--- config.mk ---
export PLATFORM = sky130hd
export DESIGN_NAME = quadrature_encoder_accel_decoder_flat
export DESIGN_NICKNAME = d
export VERILOG_FILES = /design/src/qead_pkg.sv /design/src/qead_stream_if.sv /design/src/qead_apb_regs.sv /design/src/qead_core.sv /design/src/quadrature_encoder_accel_decoder.sv /design/src/flat_wrapper.sv
export SDC_FILE = /design/constraint.sdc
export NUM_CORES = 1
export LEC_CHECK = 0
export BUFFER_PORTS_ARGS = -buffer_cell sky130_fd_sc_hd__clkbuf_2
export CAP_MARGIN = 5
export CORE_AREA = 2 2 144 146
export CTS_CLUSTER_SIZE = 12
export DETAILED_ROUTE_END_ITERATION = 10
export DIE_AREA = 0 0 146 148
export SLEW_MARGIN = 20
export SYNTH_ARGS = -nofsm -noshare
export SYNTH_HDL_FRONTEND = slang
export SYNTH_HIERARCHICAL = 1
export SYNTH_SLANG_ARGS = --single-unit
--- constraint.sdc ---
create_clock -name clk_i -period 3 [get_ports clk_i]
set_input_delay 0.15 -clock clk_i [delete_from_list [all_inputs] [get_ports clk_i]]
set_output_delay 0.15 -clock clk_i [all_outputs]
set_load 0.01 [all_outputs]
--- src/qead_pkg.sv ---
// qead_pkg: shared types, register codes and constants for the quadrature
// encoder decoder with speed-dependent step size
// no dependencies; every other file of the block but qead_stream_if uses it
`default_nettype none

package qead_pkg;

  // width of the configuration address and of the data bus
  localparam int unsigned AddrW = 5;
  localparam int unsigned DataW = 32;

  // step clamp limits
  localparam logic [7:0] StepMin = 8'd1;
  localparam logic [7:0] StepMax = 8'd150;

  // register reset values
  localparam logic [7:0]  LargeStepRst     = 8'd100;
  localparam logic [7:0]  MediumStepRst    = 8'd10;
  localparam logic [7:0]  SmallStepRst     = 8'd1;
  localparam logic [15:0] FastThresholdRst = 16'd80;
  localparam logic [15:0] SlowThresholdRst = 16'd180;

  // register index codes (byte address / 4)
  typedef enum logic [2:0] {
    REG_LARGE_STEP     = 3'd0,
    REG_MEDIUM_STEP    = 3'd1,
    REG_SMALL_STEP     = 3'd2,
    REG_FAST_THRESHOLD = 3'd3,
    REG_SLOW_THRESHOLD = 3'd4
  } reg_idx_e;

  // item kind
  typedef enum logic {
    MODE_PIN  = 1'b0,
    MODE_TICK = 1'b1
  } mode_e;

  // result move code
  typedef enum logic [1:0] {
    MOVE_NONE = 2'd0,
    MOVE_INC  = 2'd1,
    MOVE_DEC  = 2'd2
  } move_e;

  // input item payload
  typedef struct packed {
    logic mode;
    logic phase_a;
    logic phase_b;
    logic button;
  } in_item_t;

  // result item payload
  typedef struct packed {
    move_e      move;
    logic [7:0] step;
    logic       reset_request;
  } out_item_t;

  // configuration register set
  typedef struct packed {
    logic [7:0]  large_step;
    logic [7:0]  medium_step;
    logic [7:0]  small_step;
    logic [15:0] fast_threshold;
    logic [15:0] slow_threshold;
  } cfg_t;

  // next gray code for a clockwise transition
  function automatic logic [1:0] next_cw(input logic [1:0] code);
    logic [1:0] n;
    case (code)
      2'd0:    n = 2'd1;
      2'd1:    n = 2'd3;
      2'd2:    n = 2'd0;
      default: n = 2'd2;
    endcase
    return n;
  endfunction

  // next gray code for a counter-clockwise transition
  function automatic logic [1:0] next_ccw(input logic [1:0] code);
    logic [1:0] n;
    case (code)
      2'd0:    n = 2'd2;
      2'd1:    n = 2'd0;
      2'd2:    n = 2'd3;
      default: n = 2'd1;
    endcase
    return n;
  endfunction

  // clamp a step register to the legal range
  function automatic logic [7:0] clamp_step(input logic [7:0] s);
    logic [7:0] r;
    if (s < StepMin) begin
      r = StepMin;
    end else if (s > StepMax) begin
      r = StepMax;
    end else begin
      r = s;
    end
    return r;
  endfunction

endpackage

`default_nettype wire

--- src/qead_stream_if.sv ---
// qead_stream_if: valid/ready channel carrying one payload per transfer
// payload type is set per instance; used with qead_pkg item types
`default_nettype none

interface qead_stream_if #(
  parameter type data_t = logic
) ();
  logic  valid;
  logic  ready;
  data_t data;

  modport source (output valid, output data, input ready);
  modport sink   (input valid, input data, output ready);
endinterface

`default_nettype wire

--- src/qead_apb_regs.sv ---
// qead_apb_regs: apb-style configuration register file
// depends on qead_pkg for register codes, reset values and cfg_t
`default_nettype none

module qead_apb_regs (
  input  wire logic                        clk_i,
  input  wire logic                        rst_ni,
  input  wire logic                        psel,
  input  wire logic                        penable,
  input  wire logic                        pwrite,
  input  wire logic [qead_pkg::AddrW-1:0]  paddr,
  input  wire logic [qead_pkg::DataW-1:0]  pwdata,
  output logic      [qead_pkg::DataW-1:0]  prdata,
  output logic                             pready,
  output qead_pkg::cfg_t                   cfg_o
);

  qead_pkg::cfg_t     cfg_q;
  qead_pkg::reg_idx_e idx;
  logic               wr_en;
  logic               addr_hi;

  assign idx     = qead_pkg::reg_idx_e'(paddr[4:2]);
  assign addr_hi = 1'b0;
  assign wr_en   = psel & penable & pwrite & ~addr_hi;
  assign pready  = 1'b1;
  assign cfg_o   = cfg_q;

  // register writes
  always_ff @(posedge clk_i or negedge rst_ni) begin
    if (!rst_ni) begin
      cfg_q.large_step     <= qead_pkg::LargeStepRst;
      cfg_q.medium_step    <= qead_pkg::MediumStepRst;
      cfg_q.small_step     <= qead_pkg::SmallStepRst;
      cfg_q.fast_threshold <= qead_pkg::FastThresholdRst;
      cfg_q.slow_threshold <= qead_pkg::SlowThresholdRst;
    end else if (wr_en) begin
      case (idx)
        qead_pkg::REG_LARGE_STEP:     cfg_q.large_step     <= pwdata[7:0];
        qead_pkg::REG_MEDIUM_STEP:    cfg_q.medium_step    <= pwdata[7:0];
        qead_pkg::REG_SMALL_STEP:     cfg_q.small_step     <= pwdata[7:0];
        qead_pkg::REG_FAST_THRESHOLD: cfg_q.fast_threshold <= pwdata[15:0];
        qead_pkg::REG_SLOW_THRESHOLD: cfg_q.slow_threshold <= pwdata[15:0];
        default: ;
      endcase
    end
  end

  // read mux, unmapped addresses read zero
  always_comb begin
    prdata = '0;
    unique case (idx)
      qead_pkg::REG_LARGE_STEP:     prdata = qead_pkg::DataW'(cfg_q.large_step);
      qead_pkg::REG_MEDIUM_STEP:    prdata = qead_pkg::DataW'(cfg_q.medium_step);
      qead_pkg::REG_SMALL_STEP:     prdata = qead_pkg::DataW'(cfg_q.small_step);
      qead_pkg::REG_FAST_THRESHOLD: prdata = qead_pkg::DataW'(cfg_q.fast_threshold);
      qead_pkg::REG_SLOW_THRESHOLD: prdata = qead_pkg::DataW'(cfg_q.slow_threshold);
      default:                      prdata = '0;
    endcase
  end

endmodule

`default_nettype wire

--- src/qead_core.sv ---
// qead_core: input register, decoder state and per-item result logic
// depends on qead_pkg for item types, gray tables and step clamp
`default_nettype none

module qead_core #(
  parameter int unsigned ELAPSED_BITS = 16
) (
  input  wire logic                clk_i,
  input  wire logic                rst_ni,
  input  qead_pkg::cfg_t           cfg_i,
  input  wire logic                in_valid_i,
  input  qead_pkg::in_item_t       in_data_i,
  output logic                     in_ready_o,
  input  wire logic                adv_i,
  output logic                     res_valid_o,
  output qead_pkg::out_item_t      res_o
);

  localparam int unsigned CmpW = (ELAPSED_BITS > 16) ? ELAPSED_BITS : 16;

  // input register
  logic                s1_valid_q;
  qead_pkg::in_item_t  s1_item_q;

  // decoder state
  logic [1:0]              prev_q, prev_d;
  logic [1:0]              cw_run_q, cw_run_d;
  logic [1:0]              ccw_run_q, ccw_run_d;
  logic [ELAPSED_BITS-1:0] elapsed_q, elapsed_d;
  logic                    switch_q, switch_d;

  logic [1:0]      code;
  logic [1:0]      cw_inc, ccw_inc;
  logic [CmpW-1:0] el_ext;
  logic [7:0]      step_sel;
  logic            upd;

  assign in_ready_o  = ~s1_valid_q | adv_i;
  assign res_valid_o = s1_valid_q;
  assign upd         = s1_valid_q & adv_i;

  // input stage register
  always_ff @(posedge clk_i or negedge rst_ni) begin
    if (!rst_ni) begin
      s1_valid_q <= 1'b0;
    end else if (in_ready_o) begin
      s1_valid_q <= in_valid_i;
    end
  end

  always_ff @(posedge clk_i) begin
    if (in_ready_o && in_valid_i) begin
      s1_item_q <= in_data_i;
    end
  end

  // step choice from elapsed time against the two thresholds
  assign el_ext = CmpW'(elapsed_q);
  always_comb begin
    if (el_ext < CmpW'(cfg_i.fast_threshold)) begin
      step_sel = qead_pkg::clamp_step(cfg_i.large_step);
    end else if (el_ext < CmpW'(cfg_i.slow_threshold)) begin
      step_sel = qead_pkg::clamp_step(cfg_i.medium_step);
    end else begin
      step_sel = qead_pkg::clamp_step(cfg_i.small_step);
    end
  end

  assign code    = {s1_item_q.phase_b, s1_item_q.phase_a};
  assign cw_inc  = cw_run_q + 2'd1;
  assign ccw_inc = ccw_run_q + 2'd1;

  // next state and result for the item in the input register
  always_comb begin
    prev_d    = prev_q;
    cw_run_d  = cw_run_q;
    ccw_run_d = ccw_run_q;
    elapsed_d = elapsed_q;
    switch_d  = switch_q;
    res_o.move          = qead_pkg::MOVE_NONE;
    res_o.step          = '0;
    res_o.reset_request = 1'b0;
    if (s1_item_q.mode == qead_pkg::MODE_TICK) begin
      // saturating tick count
      if (elapsed_q != {ELAPSED_BITS{1'b1}}) begin
        elapsed_d = elapsed_q + 1'b1;
      end
    end else begin
      // switch release
      res_o.reset_request = s1_item_q.button & ~switch_q;
      switch_d            = s1_item_q.button;
      prev_d              = code;
      if (qead_pkg::next_cw(prev_q) == code) begin
        cw_run_d  = cw_inc;
        ccw_run_d = 2'd0;
        if (cw_inc == 2'd0) begin
          res_o.move = qead_pkg::MOVE_DEC;
          res_o.step = step_sel;
          elapsed_d  = '0;
        end
      end else if (qead_pkg::next_ccw(prev_q) == code) begin
        ccw_run_d = ccw_inc;
        cw_run_d  = 2'd0;
        if (ccw_inc == 2'd0) begin
          res_o.move = qead_pkg::MOVE_INC;
          res_o.step = step_sel;
          elapsed_d  = '0;
        end
      end
    end
  end

  // state update when the item moves on to the result register
  always_ff @(posedge clk_i or negedge rst_ni) begin
    if (!rst_ni) begin
      prev_q    <= 2'd0;
      cw_run_q  <= 2'd0;
      ccw_run_q <= 2'd0;
      elapsed_q <= '0;
      switch_q  <= 1'b1;
    end else if (upd) begin
      prev_q    <= prev_d;
      cw_run_q  <= cw_run_d;
      ccw_run_q <= ccw_run_d;
      elapsed_q <= elapsed_d;
      switch_q  <= switch_d;
    end
  end

endmodule

`default_nettype wire

--- src/quadrature_encoder_accel_decoder.sv ---
// quadrature_encoder_accel_decoder: top level of the encoder decoder
// depends on qead_pkg, qead_stream_if, qead_apb_regs and qead_core
//
//   channel  direction  transfer when            payload
//   in_i     sink       in_i.valid & in_i.ready  mode, phase_a, phase_b, button
//   out_o    source     valid & out_o.ready      move, step, reset_request
//   apb      slave      psel & penable & pready  5 step/threshold registers
//
// every item yields one result, passing the input register and then the result register
// one item per cycle sustained while out_o.ready holds: input register -> decode logic -> result register
// a stalled result holds in the result register while one more item waits
// in the input register; the input stalls only once both are full
// rst_ni clears both valid flags, the decoder state and the registers at once
`default_nettype none

module quadrature_encoder_accel_decoder #(
  parameter int unsigned ELAPSED_BITS = 16
) (
  input  wire logic                       clk_i,
  input  wire logic                       rst_ni,
  qead_stream_if.sink                     in_i,
  qead_stream_if.source                   out_o,
  input  wire logic                       psel,
  input  wire logic                       penable,
  input  wire logic                       pwrite,
  input  wire logic [qead_pkg::AddrW-1:0] paddr,
  input  wire logic [qead_pkg::DataW-1:0] pwdata,
  output logic      [qead_pkg::DataW-1:0] prdata,
  output logic                            pready
);

  qead_pkg::cfg_t      cfg;
  qead_pkg::out_item_t res;
  logic                res_valid;
  logic                adv;
  logic                out_valid_q;
  qead_pkg::out_item_t out_data_q;

  // configuration registers
  qead_apb_regs u_regs (
    .clk_i   (clk_i),
    .rst_ni  (rst_ni),
    .psel    (psel),
    .penable (penable),
    .pwrite  (pwrite),
    .paddr   (paddr),
    .pwdata  (pwdata),
    .prdata  (prdata),
    .pready  (pready),
    .cfg_o   (cfg)
  );

  // decoder core
  qead_core #(
    .ELAPSED_BITS (ELAPSED_BITS)
  ) u_core (
    .clk_i       (clk_i),
    .rst_ni      (rst_ni),
    .cfg_i       (cfg),
    .in_valid_i  (in_i.valid),
    .in_data_i   (in_i.data),
    .in_ready_o  (in_i.ready),
    .adv_i       (adv),
    .res_valid_o (res_valid),
    .res_o       (res)
  );

  // result register loads whenever it is empty or being drained
  assign adv = ~out_valid_q | out_o.ready;

  always_ff @(posedge clk_i or negedge rst_ni) begin
    if (!rst_ni) begin
      out_valid_q <= 1'b0;
    end else if (adv) begin
      out_valid_q <= res_valid;
    end
  end

  always_ff @(posedge clk_i) begin
    if (adv && res_valid) begin
      out_data_q <= res;
    end
  end

  assign out_o.valid = out_valid_q;
  assign out_o.data  = out_data_q;

endmodule

`default_nettype wire

--- src/flat_wrapper.sv ---
// flat-port wrapper written by rule: the top's interface ports become plain ports
module quadrature_encoder_accel_decoder_flat import qead_pkg::*;
#(
  parameter int unsigned ELAPSED_BITS = 16
)
  (clk_i, rst_ni, psel, penable, pwrite, paddr, pwdata, prdata, pready, in_i_valid, in_i_data, in_i_ready, out_o_valid, out_o_data, out_o_ready);
  qead_stream_if #(.data_t(in_item_t)) in_i_i ();
  qead_stream_if #(.data_t(out_item_t)) out_o_i ();
  input  wire logic clk_i;
  input  wire logic rst_ni;
  input  wire logic psel;
  input  wire logic penable;
  input  wire logic pwrite;
  input  wire logic [qead_pkg::AddrW-1:0] paddr;
  input  wire logic [qead_pkg::DataW-1:0] pwdata;
  output logic      [qead_pkg::DataW-1:0] prdata;
  output logic pready;
  input wire logic [$bits(in_i_i.valid)-1:0] in_i_valid;
  input wire logic [$bits(in_i_i.data)-1:0] in_i_data;
  output wire logic [$bits(in_i_i.ready)-1:0] in_i_ready;
  output wire logic [$bits(out_o_i.valid)-1:0] out_o_valid;
  output wire logic [$bits(out_o_i.data)-1:0] out_o_data;
  input wire logic [$bits(out_o_i.ready)-1:0] out_o_ready;
  assign in_i_i.valid = in_i_valid;
  assign in_i_i.data = in_i_data;
  assign in_i_ready = in_i_i.ready;
  assign out_o_valid = out_o_i.valid;
  assign out_o_data = out_o_i.data;
  assign out_o_i.ready = out_o_ready;
  quadrature_encoder_accel_decoder #(.ELAPSED_BITS(ELAPSED_BITS)) u_core (.clk_i(clk_i), .rst_ni(rst_ni), .in_i(in_i_i), .out_o(out_o_i), .psel(psel), .penable(penable), .pwrite(pwrite), .paddr(paddr), .pwdata(pwdata), .prdata(prdata), .pready(pready));
endmodule
* Word level (Yosys, flattened, before mapping)
Index checks and enable logic that the tools add are counted.
Cells by class: $add $sub $neg 3, $lt $le $gt $ge 8, equality and inequality tests 11, muxes and demuxes 28, bitwise gates (word level) 10, reduce and logical (&&, ||, !) cells 17
Operators by type and width (number):
- two-way mux 16 bit | 6
- one-hot mux 16 bit (5 select lines) | 1
- two-way mux 8 bit | 8
- < comparator 16 bit | 2
- > comparator 8 bit, second input constant | 3
- < comparator 8 x 1 -> 1 bit, second input constant | 3
- two-way mux 10 bit | 2
- two-way mux 9 bit | 2
- adder 16 x 1 -> 16 bit, second input constant | 1
- inequality test 16 bit, second input constant | 1
- two-way mux 2 bit | 7
- one-hot mux 2 bit (3 select lines) | 2
- AND reduction 2 bit | 6
- equality test 3 x 2 -> 1 bit, second input constant | 2
- logical NOT 2 bit | 3
- nonzero test 3 bit | 2
- AND reduction 5 bit | 1
- adder 2 x 1 -> 2 bit, second input constant | 2
- AND 1 bit | 4
- equality test 2 bit | 2
- NOT 1 bit | 4
- equality test 3 x 1 -> 1 bit, second input constant | 1
- equality test 3 bit, second input constant | 1
- logical NOT 3 bit | 1
- 8 further kinds | 10
Word-level totals: flip-flop bits (word level) 96, input port bits 48, output and inout port bits 46

* Longest topological paths before layout
word-level depth 10, depth in mapped cells 10

* Modules after synthesis
The synthesis kept the hierarchy.
By module, submodules not included:
- qead_core | times used 1, cells each 328, area each 2762.6 µm², seq. area each 721.9 µm²
- qead_apb_regs | times used 1, cells each 194, area each 2758.9 µm², seq. area each 1416.4 µm²
- quadrature_encoder_accel_decoder | times used 1, cells each 15, area each 384.1 µm², seq. area each 355.3 µm²

* Least setup slack after synthesis
OpenSTA, ideal clock, no wires.
path kind register to register, start register u_core.u_regs.cfg_q (netlist bit u_core/u_regs/cfg_o[7]), end register u_core.out_data_q (netlist bit u_core/out_o.data[4]) (data pin), library setup time 0.152 ns, data arrival time 2.187 ns, data required time 2.848 ns, path slack 0.661 ns, cell stages (with the launch flop) 10, clock period less this slack 2.339 ns, path through dfstp_2 > inv_1 > ha_1 > nand4_1 > or3_1 > a221oi_1 > or4b_1 > buf_2 > mux2_4 > o22ai_1
On the way: cells in the longest elaborated chain, start to end 6
Ends and longest elaborated chain:
- start: declaration | line qead_apb_regs.sv:18 | qead_pkg::cfg_t cfg_q;
- < comparator 16 bit (*) | line qead_core.sv:62 | end else if (el_ext < CmpW'(cfg_i.slow_threshold)) begin
- two-way mux 8 bit (*) | line qead_core.sv:62
- two-way mux 8 bit (*) | line qead_core.sv:60 | if (el_ext < CmpW'(cfg_i.fast_threshold)) begin
- two-way mux 9 bit | line qead_core.sv:104 | if (ccw_inc == 2'd0) begin
- two-way mux 9 bit | line qead_core.sv:101 | end else if (qead_pkg::next_ccw(prev_q) == code) begin
- two-way mux 10 bit (*) | line qead_core.sv:93 | if (qead_pkg::next_cw(prev_q) == code) begin
- end signal: assignment | line quadrature_encoder_accel_decoder.sv:81 | out_data_q <= res;
- end: declaration | line quadrature_encoder_accel_decoder.sv:37 | qead_pkg::out_item_t out_data_q;
Mark *: on every way between the ends. The rest lies on a longest branch, timed or not. A chain may end at the register's enable or synchronous reset.

* Worst setup path after layout
start register u_core.u_core.elapsed_q[14] (netlist: u_core/u_core/el_ext[14]), end register u_core.out_data_q (netlist bit u_core/out_o.data[5]) (data pin)
On the way: cells in the longest elaborated chain, start to end 6
Ends and longest elaborated chain:
- start: declaration | line qead_core.sv:29 | logic [ELAPSED_BITS-1:0] elapsed_q, elapsed_d;
- start signal: assignment | line qead_core.sv:125 | elapsed_q <= elapsed_d;
- < comparator 16 bit | line qead_core.sv:62
- two-way mux 8 bit | line qead_core.sv:62
- two-way mux 8 bit (*) | line qead_core.sv:60
- two-way mux 9 bit | line qead_core.sv:104
- two-way mux 9 bit | line qead_core.sv:101
- two-way mux 10 bit (*) | line qead_core.sv:93
Marks and branches as above.

==> results.cfg <==
[finish]
diodes = 0
layout_commonest_cell = dfrtp_1
fin_nets = 686
drive_above_1_share = 0.292
layout_common_cells = 68 x dfrtp_1, 57 x clkbuf_2, 52 x mux2_2
area.growth.synth_to_final_pct = 15.3
layout.cells.non_filler = 880
fill_cells = 2062

[floorplanning]
top_level_ports = 94
die-area_um2 = 21600
start_util = 0.295
core.rowCount = 52
core_um2 = 20000
die_h_um = 148
chipWidth_um = 146

[timing]
setup_viol = 0
fin_setup_tns_ps = 0
finalCriticalPeriod_ps = 2670
worst_pin_slew_ps = 871
slew_violations = 0
max_clock_freq_ghz = 0.375
relSlewSlack = 0.419
min_period_over_period = 0.890
rsz0062_at_grt = false
hold_viol = 0
skew_ps = 7.19

[place]
placed_cells_incl_taps = 858
port_buffers = 58
routabilityCongestion = 0.824
hpwl_um = 10200

[grt]
antenna_found_initial = 0
grt_usage = 0.131
grt-ovfl-total = 0
first_global_vias = 4160
grt_max_degree = 65
grt_pass1_wl_um = 22300

[worst_setup_path]
criticalPathCategory = register to register
cp_top_family = simple AND/OR/NAND/NOR gates
crit_chain = ha_1 > nand4_1 > or3_1 > a221oi_1 > or4b_1 > buf_4 > mux2_1 > a21oi_1
required_ps = 3200
slowest_delay_ps = 440
critical-path-slowest-cell = dfrtp_1
path_buf_inv = 1
endpoint_kind = register
crit_path_start_kind = register
critPathArrivalTime_ps = 2870
path_max_fanout = 8

[route]
wl_per_cell_um = 15.6
drt_iter0_drc = 325
antenna_left = 0
drc_errors = 0
firstDrtPassIters = 4
routed_wl_um = 13700
viasPerCell = 4.75
vias = 4176

[clock_tree]
ctsHtreeMaxLevel = 3
cts_sinks = 96
cts_buffer_depth = 2
cts_tree = done
cts.clk_slew.worst_paths_ps = 70
clk_latency_ps = 350
cts_made_buffers = 9
cts-root-buf = clkbuf_16

[logic_synthesis]
ys.flop_type = dfrtp_1
synthesis.area_um2 = 5910
ys_types = 67
async_flop_share = 0.844
syn_area_per_cell_um2 = 11.0
synth_cells = 537
synth_edf_count = 15
yosysSeqAreaShare = 0.422
ys_seq_elements = 96
yosysWarnings = 6

[power_and_ir_drop]
p_per_area_nw_per_um2 = 596
power.internal_uw = 2770
p_clk_frac = 0.296
total_power_uw = 4060
power_frac_seq = 0.453
max-vdd-ir-drop_v = 0.000301
p_sw_frac = 0.319
switchingPower_uw = 1290
power.share.combinational = 0.251
p_leak_uw = 0.00314

[worst_hold_path]
hold_class = primary input to register

[run]
maxCapViolations = 0

[outcome]
status = completed
[metrics by stage]
step	worst slack (ps)	util	hold slack (ps)	cell area (µm²)
2_1_floorplan	661	-	-146	5960
3_3_place_gp	317	0.321	318	6440
3_5_place_dp	351	0.321	315	6440
4_1_cts	314	0.340	29.4	6810
5_1_grt	97.4	0.340	39.5	6810
6_report	330	0.340	44.1	6810
[flip-flops by register name, summed over array words and instances, names as in the netlist]
name and flops:
u_core/u_core/res_valid_o 1, u_core/u_regs/cfg_o 56, u_core/out_o.data 11, u_core/u_core/s1_item_q 2, u_core/u_core/ccw_run_q 2, u_core/u_core/code 2
u_core/out_o.valid 1, u_core/u_core/switch_q 1, u_core/u_core/cw_run_q 2, u_core/u_core/el_ext 16, u_core/u_core/prev_q 2
[cells in the mapped netlist, drive strengths merged, types with 12 or more instances]
| library cell | n | share of area |
|---|---|---|
| mux2 | 66 | 0.13 |
| o21ai | 19 | 0.016 |
| inv | 37 | 0.024 |
| dfstp | 13 | 0.058 |
| dfrtp | 68 | 0.29 |
| nand3 | 12 | 0.014 |
| nor2 | 33 | 0.022 |
| ha | 33 | 0.070 |
| xor2 | 16 | 0.025 |
| edfxtp | 15 | 0.076 |
| nand4 | 12 | 0.013 |
| a21oi | 27 | 0.025 |
| buf | 28 | 0.035 |
| nand2 | 26 | 0.017 |
| mux2i | 13 | 0.022 |
[cells by family after synthesis]
logic type | count (synthesis) | share of synthesized area
AOI/OAI and AO/OA | 100 | 0.122
xor gates and xnor gates | 18 | 0.0292
adders and majority gates | 33 | 0.0699
buffers and inverters | 68 | 0.0604
DFF | 96 | 0.422
muxes | 79 | 0.155
other | 2 | 0.00127
and+or+nand+nor | 141 | 0.140
[power by group through the flow]
stage	Sequential (µW)	Combinational (µW)	Clock (µW)
detailed placement	1860	1020	0
global route	1880	1160	1300
global placement	1850	995	0
finish	1840	1020	1200
CTS	1840	1030	1240
floorplan	1780	784	0
[final timing paths]
path / startpoint / end / slack [ps] / cells past startpoint
setup / recovery: u_core/u_core/el_ext[14] / u_core/out_o.data[5] / 330 / 8
hold / removal: pwdata[14] / u_core/u_regs/cfg_o[14] / 40 / 2
setup reg to reg: u_core/u_core/el_ext[14] / u_core/out_o.data[5] / 330 / 8
hold reg to reg: u_core/u_core/switch_q / u_core/u_core/switch_q / 460 / 2
max in group asynchronous: rst_ni / u_core/u_regs/cfg_o[41] / 1750 / 3
min in group asynchronous: rst_ni / u_core/u_regs/cfg_o[26] / 450 / 2
[per-layer routing]
layer  wire, µm  share of wire  global-route usage  vias up
met4        404          0.029              0.0665        0
met2       6180           0.45               0.203       96
met1       6560           0.48               0.177     2011
met5          0              0                   0        -
met3        562          0.041              0.0244       19
li1           -              -                   -     2050
[timing repair]
item,4_1_cts,5_1_grt
buffers inserted,0,0
hold buffers,6,0
gates resized for setup,0,0
endpoints found under the hold margin,56,0
[final cells by class]
class / instances / area (µm²) / area share
Timing Repair Buffer: 73 / 420 / 0.0617
Clock inverter: 5 / 55.1 / 0.00808
Clock buffer: 11 / 254 / 0.0373
Tap cell: 270 / 338 / 0.0496
Inverter: 37 / 139 / 0.0204
Multi-Input combinational cell: 388 / 3110 / 0.457
Sequential cell: 96 / 2490 / 0.366
Power figures use the tool's default switching activity.
